$ cat config.mk
export PLATFORM = sky130hd
export DESIGN_NAME = channel_link_pulse_classifier_core
export DESIGN_NICKNAME = d
export VERILOG_FILES = /design/src/hw/rtl/clpc_pkg.sv /design/src/hw/rtl/clpc_cfg.sv /design/src/hw/rtl/clpc_chan.sv /design/src/hw/rtl/channel_link_pulse_classifier_core.sv
export VERILOG_INCLUDE_DIRS = /design/src /design/src/hw/rtl
export SDC_FILE = /design/constraint.sdc
export NUM_CORES = 1
export LEC_CHECK = 0
export ABC_AREA = 0
export ABC_CLOCK_PERIOD_IN_PS = 5100
export BUFFER_PORTS_ARGS = -buffer_cell sky130_fd_sc_hd__buf_2
export CORE_MARGIN = 3
export CORE_UTILIZATION = 45
export CTS_CLUSTER_SIZE = 24
export DETAILED_ROUTE_END_ITERATION = 7
export GPL_ROUTABILITY_DRIVEN = 0
export GPL_TIMING_DRIVEN = 1
export SYNTH_ARGS = -nofsm -noshare
export SYNTH_HDL_FRONTEND = slang
export SYNTH_SLANG_ARGS = --single-unit
$ cat constraint.sdc
create_clock -name clk -period 5.1 [get_ports clk]
set_input_delay 0.765 -clock clk [delete_from_list [all_inputs] [get_ports clk]]
set_output_delay 0.765 -clock clk [all_outputs]
set_load 0.02 [all_outputs]
$ cat src/hw/rtl/channel_link_pulse_classifier_core_macros.svh
// Assertion macros shared by the channel link pulse classifier RTL.
// No dependencies; included by files that carry concurrent checks.
`ifndef CHANNEL_LINK_PULSE_CLASSIFIER_CORE_MACROS_SVH
`define CHANNEL_LINK_PULSE_CLASSIFIER_CORE_MACROS_SVH

`ifndef SYNTHESIS
// Same-cycle implication, disabled while reset is asserted.
`define CLPC_ASSERT_COMB(label, clk, rst_n, ante, cons) \
    label: assert property (@(posedge clk) disable iff (!rst_n) (ante) |-> (cons)) \
        else $error("clpc check failed");
// Next-cycle implication, disabled while reset is asserted.
`define CLPC_ASSERT_NEXT(label, clk, rst_n, ante, cons) \
    label: assert property (@(posedge clk) disable iff (!rst_n) (ante) |=> (cons)) \
        else $error("clpc check failed");
`else
`define CLPC_ASSERT_COMB(label, clk, rst_n, ante, cons)
`define CLPC_ASSERT_NEXT(label, clk, rst_n, ante, cons)
`endif

`endif

$ cat src/hw/rtl/clpc_pkg.sv
// Shared types and constants for the channel link pulse classifier.
// No dependencies.
package clpc_pkg;

    localparam int CFG_DATA_BITS  = 8;
    localparam int CFG_INDEX_BITS = 2;

    // Configuration register indexes
    typedef enum logic [CFG_INDEX_BITS-1:0] {
        REG_SHORT_LOW_ABOVE = 2'd0,
        REG_SHORT_LOW_BELOW = 2'd1,
        REG_LONG_LOW_ABOVE  = 2'd2
    } clpc_reg_index_t;

    // Reset values of the width thresholds
    localparam logic [CFG_DATA_BITS-1:0] SHORT_LOW_ABOVE_RST = 8'd2;
    localparam logic [CFG_DATA_BITS-1:0] SHORT_LOW_BELOW_RST = 8'd20;
    localparam logic [CFG_DATA_BITS-1:0] LONG_LOW_ABOVE_RST  = 8'd30;

    // Item operation codes
    localparam logic OP_TICK = 1'b0;
    localparam logic OP_LOAD = 1'b1;

    // Width thresholds as seen by each channel
    typedef struct packed {
        logic [CFG_DATA_BITS-1:0] short_low_above;
        logic [CFG_DATA_BITS-1:0] short_low_below;
        logic [CFG_DATA_BITS-1:0] long_low_above;
    } clpc_thresh_t;

endpackage

$ cat src/hw/rtl/clpc_cfg.sv
// Threshold register file written through the plain configuration port.
// Depends on clpc_pkg.
module clpc_cfg
    import clpc_pkg::*;
(
    input  logic                      clk,
    input  logic                      rst_n,
    input  logic                      cfg_we,
    input  logic [CFG_INDEX_BITS-1:0] cfg_index,
    input  logic [CFG_DATA_BITS-1:0]  cfg_data,
    output clpc_thresh_t              thresh
);

    clpc_thresh_t thresh_reg;
    clpc_thresh_t thresh_next;

    // Index decode; an index beyond the list is dropped
    always_comb
    begin
        thresh_next = thresh_reg;
        if (cfg_we)
        begin
            unique case (clpc_reg_index_t'(cfg_index))
                REG_SHORT_LOW_ABOVE: thresh_next.short_low_above = cfg_data;
                REG_SHORT_LOW_BELOW: thresh_next.short_low_below = cfg_data;
                REG_LONG_LOW_ABOVE:  thresh_next.long_low_above  = cfg_data;
                default:             thresh_next = thresh_reg;
            endcase
        end
    end

    always_ff @(posedge clk or negedge rst_n)
    begin
        if (!rst_n)
        begin
            thresh_reg.short_low_above <= SHORT_LOW_ABOVE_RST;
            thresh_reg.short_low_below <= SHORT_LOW_BELOW_RST;
            thresh_reg.long_low_above  <= LONG_LOW_ABOVE_RST;
        end
        else
        begin
            thresh_reg <= thresh_next;
        end
    end

    assign thresh = thresh_reg;

endmodule

$ cat src/hw/rtl/clpc_chan.sv
// One monitor channel: low pulse start capture, width measure and classification.
// Depends on clpc_pkg.
module clpc_chan
    import clpc_pkg::*;
#(
    parameter int TICK_BITS = 32
)
(
    input  logic                 clk,
    input  logic                 rst_n,
    input  logic                 step,
    input  logic                 line_high,
    input  logic [TICK_BITS-1:0] tick_count,
    input  clpc_thresh_t         thresh,
    output logic                 lost,
    output logic                 rejoined
);

    logic                 low_active_reg;
    logic                 low_active_next;
    logic [TICK_BITS-1:0] low_start_reg;
    logic [TICK_BITS-1:0] width;
    logic                 in_short;
    logic                 pulse_end;

    // Wrapping low width and window tests
    assign width     = tick_count - low_start_reg;
    assign pulse_end = line_high && low_active_reg;
    assign in_short  = (width > TICK_BITS'(thresh.short_low_above))
                    && (width < TICK_BITS'(thresh.short_low_below));
    assign lost      = pulse_end && in_short;
    assign rejoined  = pulse_end && !in_short
                    && (width > TICK_BITS'(thresh.long_low_above));

    // Low pulse tracking
    always_comb
    begin
        low_active_next = low_active_reg;
        if (step)
        begin
            low_active_next = !line_high;
        end
    end

    always_ff @(posedge clk or negedge rst_n)
    begin
        if (!rst_n)
        begin
            low_active_reg <= 1'b0;
        end
        else
        begin
            low_active_reg <= low_active_next;
        end
    end

    // Start tick of the current low pulse, captured on the falling sample
    always_ff @(posedge clk)
    begin
        if (step && !line_high && !low_active_reg)
        begin
            low_start_reg <= tick_count;
        end
    end

endmodule

$ cat src/hw/rtl/channel_link_pulse_classifier_core.sv
// Top level of the channel link pulse classifier: input stage, channel cells,
// result register. Depends on clpc_pkg, clpc_cfg, clpc_chan and the macro header.
`include "channel_link_pulse_classifier_core_macros.svh"

// Takes one item per clock cycle while out_ready holds; the input register hands each
// item to the result register once that register is free or being read, and the
// result can then transfer out. The rate is set by the channel update, a TICK_BITS-wide
// subtract and three compares per channel between the input register and the result
// register. While a finished result waits, one more item can enter the input register.
// Thresholds are to be written only while idle; the user is bound, the block itself
// does not enforce it.
module channel_link_pulse_classifier_core
    import clpc_pkg::*;
#(
    parameter int CHANNELS  = 6,
    parameter int TICK_BITS = 32
)
(
    input  logic                      clk,
    input  logic                      rst_n,
    input  logic                      cfg_we,
    input  logic [CFG_INDEX_BITS-1:0] cfg_index,
    input  logic [CFG_DATA_BITS-1:0]  cfg_data,
    input  logic                      in_valid,
    output logic                      in_ready,
    input  logic                      operation,
    input  logic [CHANNELS-1:0]       line_levels,
    input  logic [CHANNELS-1:0]       mask_value,
    output logic                      out_valid,
    input  logic                      out_ready,
    output logic [CHANNELS-1:0]       pair_mask,
    output logic [CHANNELS-1:0]       lost_channels,
    output logic [CHANNELS-1:0]       rejoined_channels,
    output logic                      mask_changed
);

    clpc_thresh_t thresh;

    logic                 stage_valid_reg;
    logic                 stage_op_reg;
    logic [CHANNELS-1:0]  stage_lines_reg;
    logic [CHANNELS-1:0]  stage_mask_reg;
    logic                 stage_adv;
    logic                 tick_step;

    logic [TICK_BITS-1:0] tick_count_reg;
    logic [CHANNELS-1:0]  pair_bits_reg;
    logic [CHANNELS-1:0]  pair_bits_next;
    logic [CHANNELS-1:0]  lost_vec;
    logic [CHANNELS-1:0]  rejoin_vec;

    logic                 out_valid_reg;
    logic [CHANNELS-1:0]  out_pair_reg;
    logic [CHANNELS-1:0]  out_lost_reg;
    logic [CHANNELS-1:0]  out_rejoin_reg;
    logic                 out_changed_reg;

    clpc_cfg u_cfg (
        .clk       (clk),
        .rst_n     (rst_n),
        .cfg_we    (cfg_we),
        .cfg_index (cfg_index),
        .cfg_data  (cfg_data),
        .thresh    (thresh)
    );

    // Handshake: the stage moves on when the result register is free
    assign stage_adv = stage_valid_reg && (!out_valid_reg || out_ready);
    assign in_ready  = !stage_valid_reg || stage_adv;
    assign tick_step = stage_adv && (stage_op_reg == OP_TICK);

    always_ff @(posedge clk or negedge rst_n)
    begin
        if (!rst_n)
        begin
            stage_valid_reg <= 1'b0;
        end
        else if (in_ready)
        begin
            stage_valid_reg <= in_valid;
        end
    end

    always_ff @(posedge clk)
    begin
        if (in_valid && in_ready)
        begin
            stage_op_reg    <= operation;
            stage_lines_reg <= line_levels;
            stage_mask_reg  <= mask_value;
        end
    end

    // Channel cells
    for (genvar b = 0; b < CHANNELS; b++)
    begin : g_chan
        clpc_chan #(
            .TICK_BITS (TICK_BITS)
        ) u_chan (
            .clk        (clk),
            .rst_n      (rst_n),
            .step       (tick_step),
            .line_high  (stage_lines_reg[b]),
            .tick_count (tick_count_reg),
            .thresh     (thresh),
            .lost       (lost_vec[b]),
            .rejoined   (rejoin_vec[b])
        );
    end

    // Pair mask update: a load takes the mask value; else lost clears, rejoined sets (never both)
    always_comb
    begin
        if (stage_op_reg == OP_LOAD)
        begin
            pair_bits_next = stage_mask_reg;
        end
        else
        begin
            pair_bits_next = (pair_bits_reg & ~lost_vec) | rejoin_vec;
        end
    end

    always_ff @(posedge clk or negedge rst_n)
    begin
        if (!rst_n)
        begin
            tick_count_reg <= '0;
            pair_bits_reg  <= '0;
        end
        else
        begin
            if (tick_step)
            begin
                tick_count_reg <= tick_count_reg + TICK_BITS'(1);
            end
            if (stage_adv)
            begin
                pair_bits_reg <= pair_bits_next;
            end
        end
    end

    // Result register
    always_ff @(posedge clk or negedge rst_n)
    begin
        if (!rst_n)
        begin
            out_valid_reg <= 1'b0;
        end
        else if (stage_adv)
        begin
            out_valid_reg <= 1'b1;
        end
        else if (out_ready)
        begin
            out_valid_reg <= 1'b0;
        end
    end

    always_ff @(posedge clk)
    begin
        if (stage_adv)
        begin
            out_pair_reg <= pair_bits_next;
            if (stage_op_reg == OP_LOAD)
            begin
                out_lost_reg    <= '0;
                out_rejoin_reg  <= '0;
                out_changed_reg <= 1'b0;
            end
            else
            begin
                out_lost_reg    <= lost_vec;
                out_rejoin_reg  <= rejoin_vec;
                out_changed_reg <= (pair_bits_next != pair_bits_reg);
            end
        end
    end

    assign out_valid         = out_valid_reg;
    assign pair_mask         = out_pair_reg;
    assign lost_channels     = out_lost_reg;
    assign rejoined_channels = out_rejoin_reg;
    assign mask_changed      = out_changed_reg;

    // Checks
    `CLPC_ASSERT_COMB(a_lost_rejoin_disjoint, clk, rst_n, out_valid_reg, (out_lost_reg & out_rejoin_reg) == '0)
    `CLPC_ASSERT_COMB(a_change_has_cause, clk, rst_n, out_valid_reg && out_changed_reg, (out_lost_reg | out_rejoin_reg) != '0)
    `CLPC_ASSERT_NEXT(a_tick_advance, clk, rst_n, tick_step, tick_count_reg == TICK_BITS'($past(tick_count_reg) + TICK_BITS'(1)))
    `CLPC_ASSERT_NEXT(a_stage_holds, clk, rst_n, stage_valid_reg && !stage_adv, stage_valid_reg)
    `CLPC_ASSERT_NEXT(a_pair_stable, clk, rst_n, !stage_adv, $stable(pair_bits_reg))

endmodule
==> results.toml <==
[timing]
fin_ws_ns = 0.217
fmax_mhz = 205
finalSetupViolations = 0
maxSlewViolCount = 0
tns_ns = 0
layout_worst_path_cycle_share = 0.957
relSlewSlack = 0.364
clock_skew_ns = 0.0145
period_minus_slack_ns = 4.88
worstMarginPinSlew_ns = 0.948
hold_viol_final = 0

[floorplan]
die_w_um = 243
rows = 86
start_util = 0.457
io_pins = 49
core_um2 = 55300
die_y_um = 243
dieArea_um2 = 59000

[run_status]
status = "finished, final reports clean"

[cells_and_area]
areaGrowthSynthToFinish_pct = 11.4
largest_register_ffs = 192
drive_gt1_frac = 0.0957
final_common_cell = "ha_1"
num-nets-final = 3280
final_cell_mix = "ha_1 (324), inv_1 (255), a21oi_1 (238), nand2_1 (225), edfxtp_1 (224)"
fillCellCount = 5155
final_util = 0.509
n_antenna_cell = 0

[clock_tree]
ctsRootBufferMaster = "clkbuf_16"
clkTransAtPathRegs_ns = 0.06
clock_path_buffers = 3
insertion_delay_ns = 0.55
cts_tree = "yes"
cts_max_level = 2
numCtsBuffers = 37
hold_buffers = 0
cts_sinks = 294

[global_routing]
grt_max_degree = 47
antenna_found_initial = 0
grt_pass1_vias = 21400
grt_pass1_wl_mm = 120
overflow = 0
grt_usage = 0.254

[critical_path]
crit_arrival_ns = 5.16
worst-path-max-fanout = 5
reg2reg_slack_ns = 0.22
crit_type = "reg2reg"
cp-start-kind = "flop"
crit_path_end_kind = "flop"
crit_required_ns = 5.38

[routing]
wl_per_cell_um = 20.9
vias = 22400
viasPerCell = 6.06
drt_iter0_drc = 1712
antenna_left = 0
firstDrtPassIters = 5
drc_errors = 0
wirelength_mm = 77.1

[power_and_ir_drop]
fin_total_pwr_uw = 9820
share_comb_of_total_power = 0.448
p_seq_frac = 0.297
power_density_nw_per_um2 = 349
p_switching_uw = 3720
power_frac_clock = 0.255
p_int_uw = 6100
p_sw_frac = 0.379
vdd_drop_max_v = 0.000236
p_leak_uw = 0.0124

[logic_synthesis]
ys.flop_type = "edfxtp_1"
yosysSeqAreaShare = 0.336
synth-edff-count = 224
synth_area_um2 = 25300
async_flop_share = 0.238
synth.avg_cell_area_um2 = 9.02
synth_fp_nets = 3162
ys_seq_elements = 294
yosysUniqueCellTypes = 82
synth_cells = 2803
ys_warn_count = 0

[placement]
numPortBuffers = 48
hpwl_mm = 60.6
place_ws_ns = -0.000188

[run]
max-cap-violations = 0

[min_path]
hold_path_class = "in2async"
## path summary, 6_finish.rpt
kind | startpoint | end | cells past startpoint
min in group clk | mask_value[5] | stage_mask_reg[5] | 1
max reg2reg | tick_count_reg[0] | mask_changed | 19
max | tick_count_reg[0] | mask_changed | 19
max in group asynchronous | rst_n | tick_count_reg[28] | 2
min reg2reg | stage_valid_reg | out_valid | 1
min | rst_n | u_cfg.thresh[21] | 1
## metrics by stage
| stage | area (um^2) | hold slack (ns) | std cells |
|---|---|---|---|
| 5_1_grt | 28100 | 0.0995 | 3695 |
| 3_3_place_gp | 26900 | 0.479 | 3628 |
| 2_1_floorplan | 25300 | 0.457 | 2803 |
| 6_report | 28100 | 0.108 | 3695 |
| 4_1_cts | 28100 | 0.0885 | 3693 |
| 3_5_place_dp | 26900 | 0.484 | 3628 |
## metal layers
metal / GRT usage / share of wire / vias up
li1: - / - / 10700
met1: 0.350 / 0.45 / 10800
met2: 0.411 / 0.45 / 804
met3: 0.0305 / 0.055 / 163
met4: 0.0956 / 0.041 / 0
met5: 0 / 0 / -
## power groups by stage
stage	clock network (uW)	logic, uW	registers [uW]
after floorplan	0	2950	2980
after global placement	0	4090	2960
after detailed placement	0	4280	2970
after CTS	2570	4300	2920
after global routing	2670	4910	2940
final	2500	4400	2920
## timing repair
item	in CTS	in global routing
setup buffers	0	2
gates resized for setup	0	11
setup endpoints to repair	0	6
## logic make-up (layout without fill, tap and decap cells)
group / count (synthesis) / in the layout / synth area share
AO/OA/AOI/OAI: 831 / 831 / 0.213
XOR/XNOR: 156 / 156 / 0.0541
adder cells (fa/ha/maj): 331 / 331 / 0.166
buffers and inverters: 329 / 473 / 0.0506
flip-flops: 294 / 294 / 0.336
multiplexers: 40 / 40 / 0.0173
AND/OR/NAND/NOR: 822 / 822 / 0.163
## critical path, cell delays in order (launching register included)
cell	delay [ns]
dfrtp_1	0.38
inv_1	0.16
ha_1	0.22
inv_1	0.06
fa_1	0.42
a21o_1	0.19
nand4_1	0.23
a211oi_1	0.20
or3b_1	0.41
a31o_2	0.25
xor2_1	0.16
nor4_1	0.46
nand4_1	0.14
nor4_1	0.20
buf_4	0.22
mux2i_1	0.23
buf_4	0.15
nor4bb_1	0.27
buf_4	0.18
a31oi_1	0.08
## synth_stat cells, types with 12 or more instances
cell | instances | area share
a2111oi_0 | 17 | 0.0059
a211o_1 | 12 | 0.0042
a211oi_1 | 29 | 0.0086
a21boi_0 | 12 | 0.0036
a21o_1 | 57 | 0.017
a21oi_1 | 238 | 0.047
a221oi_1 | 13 | 0.0045
a311oi_1 | 14 | 0.0049
a31oi_1 | 22 | 0.0054
and2_1 | 21 | 0.0052
and3_1 | 37 | 0.0092
clkbuf_1 | 58 | 0.0086
dfrtp_1 | 63 | 0.062
edfxtp_1 | 224 | 0.27
ha_1 | 325 | 0.16
inv_1 | 256 | 0.038
mux2_2 | 29 | 0.013
nand2_1 | 225 | 0.033
nand2b_1 | 46 | 0.011
nand3_1 | 73 | 0.014
nand3b_1 | 13 | 0.0039
nand4_1 | 70 | 0.017
nor2_1 | 160 | 0.024
nor2b_1 | 41 | 0.010
nor3_1 | 46 | 0.0091
nor4_1 | 28 | 0.0069
o2111ai_1 | 17 | 0.0059
o211ai_1 | 35 | 0.010
o21a_1 | 63 | 0.019
o21ai_0 | 164 | 0.032
o21bai_1 | 21 | 0.0062
o22ai_1 | 14 | 0.0035
o31ai_1 | 19 | 0.0056
or3_1 | 16 | 0.0040
xnor2_1 | 97 | 0.034
xor2_1 | 59 | 0.020
## area by class of cell
cell class | count | area, um^2 | area share
multi-input combinational | 2180 | 15600 | 0.553
sequential | 294 | 8490 | 0.302
clock buffer | 51 | 1050 | 0.0373
timing repair buffer | 151 | 1040 | 0.0370
inverter | 257 | 968 | 0.0344
tap | 748 | 936 | 0.0333
clock inverter | 14 | 97.6 | 0.00347
(Power assumes the default switching activity.)
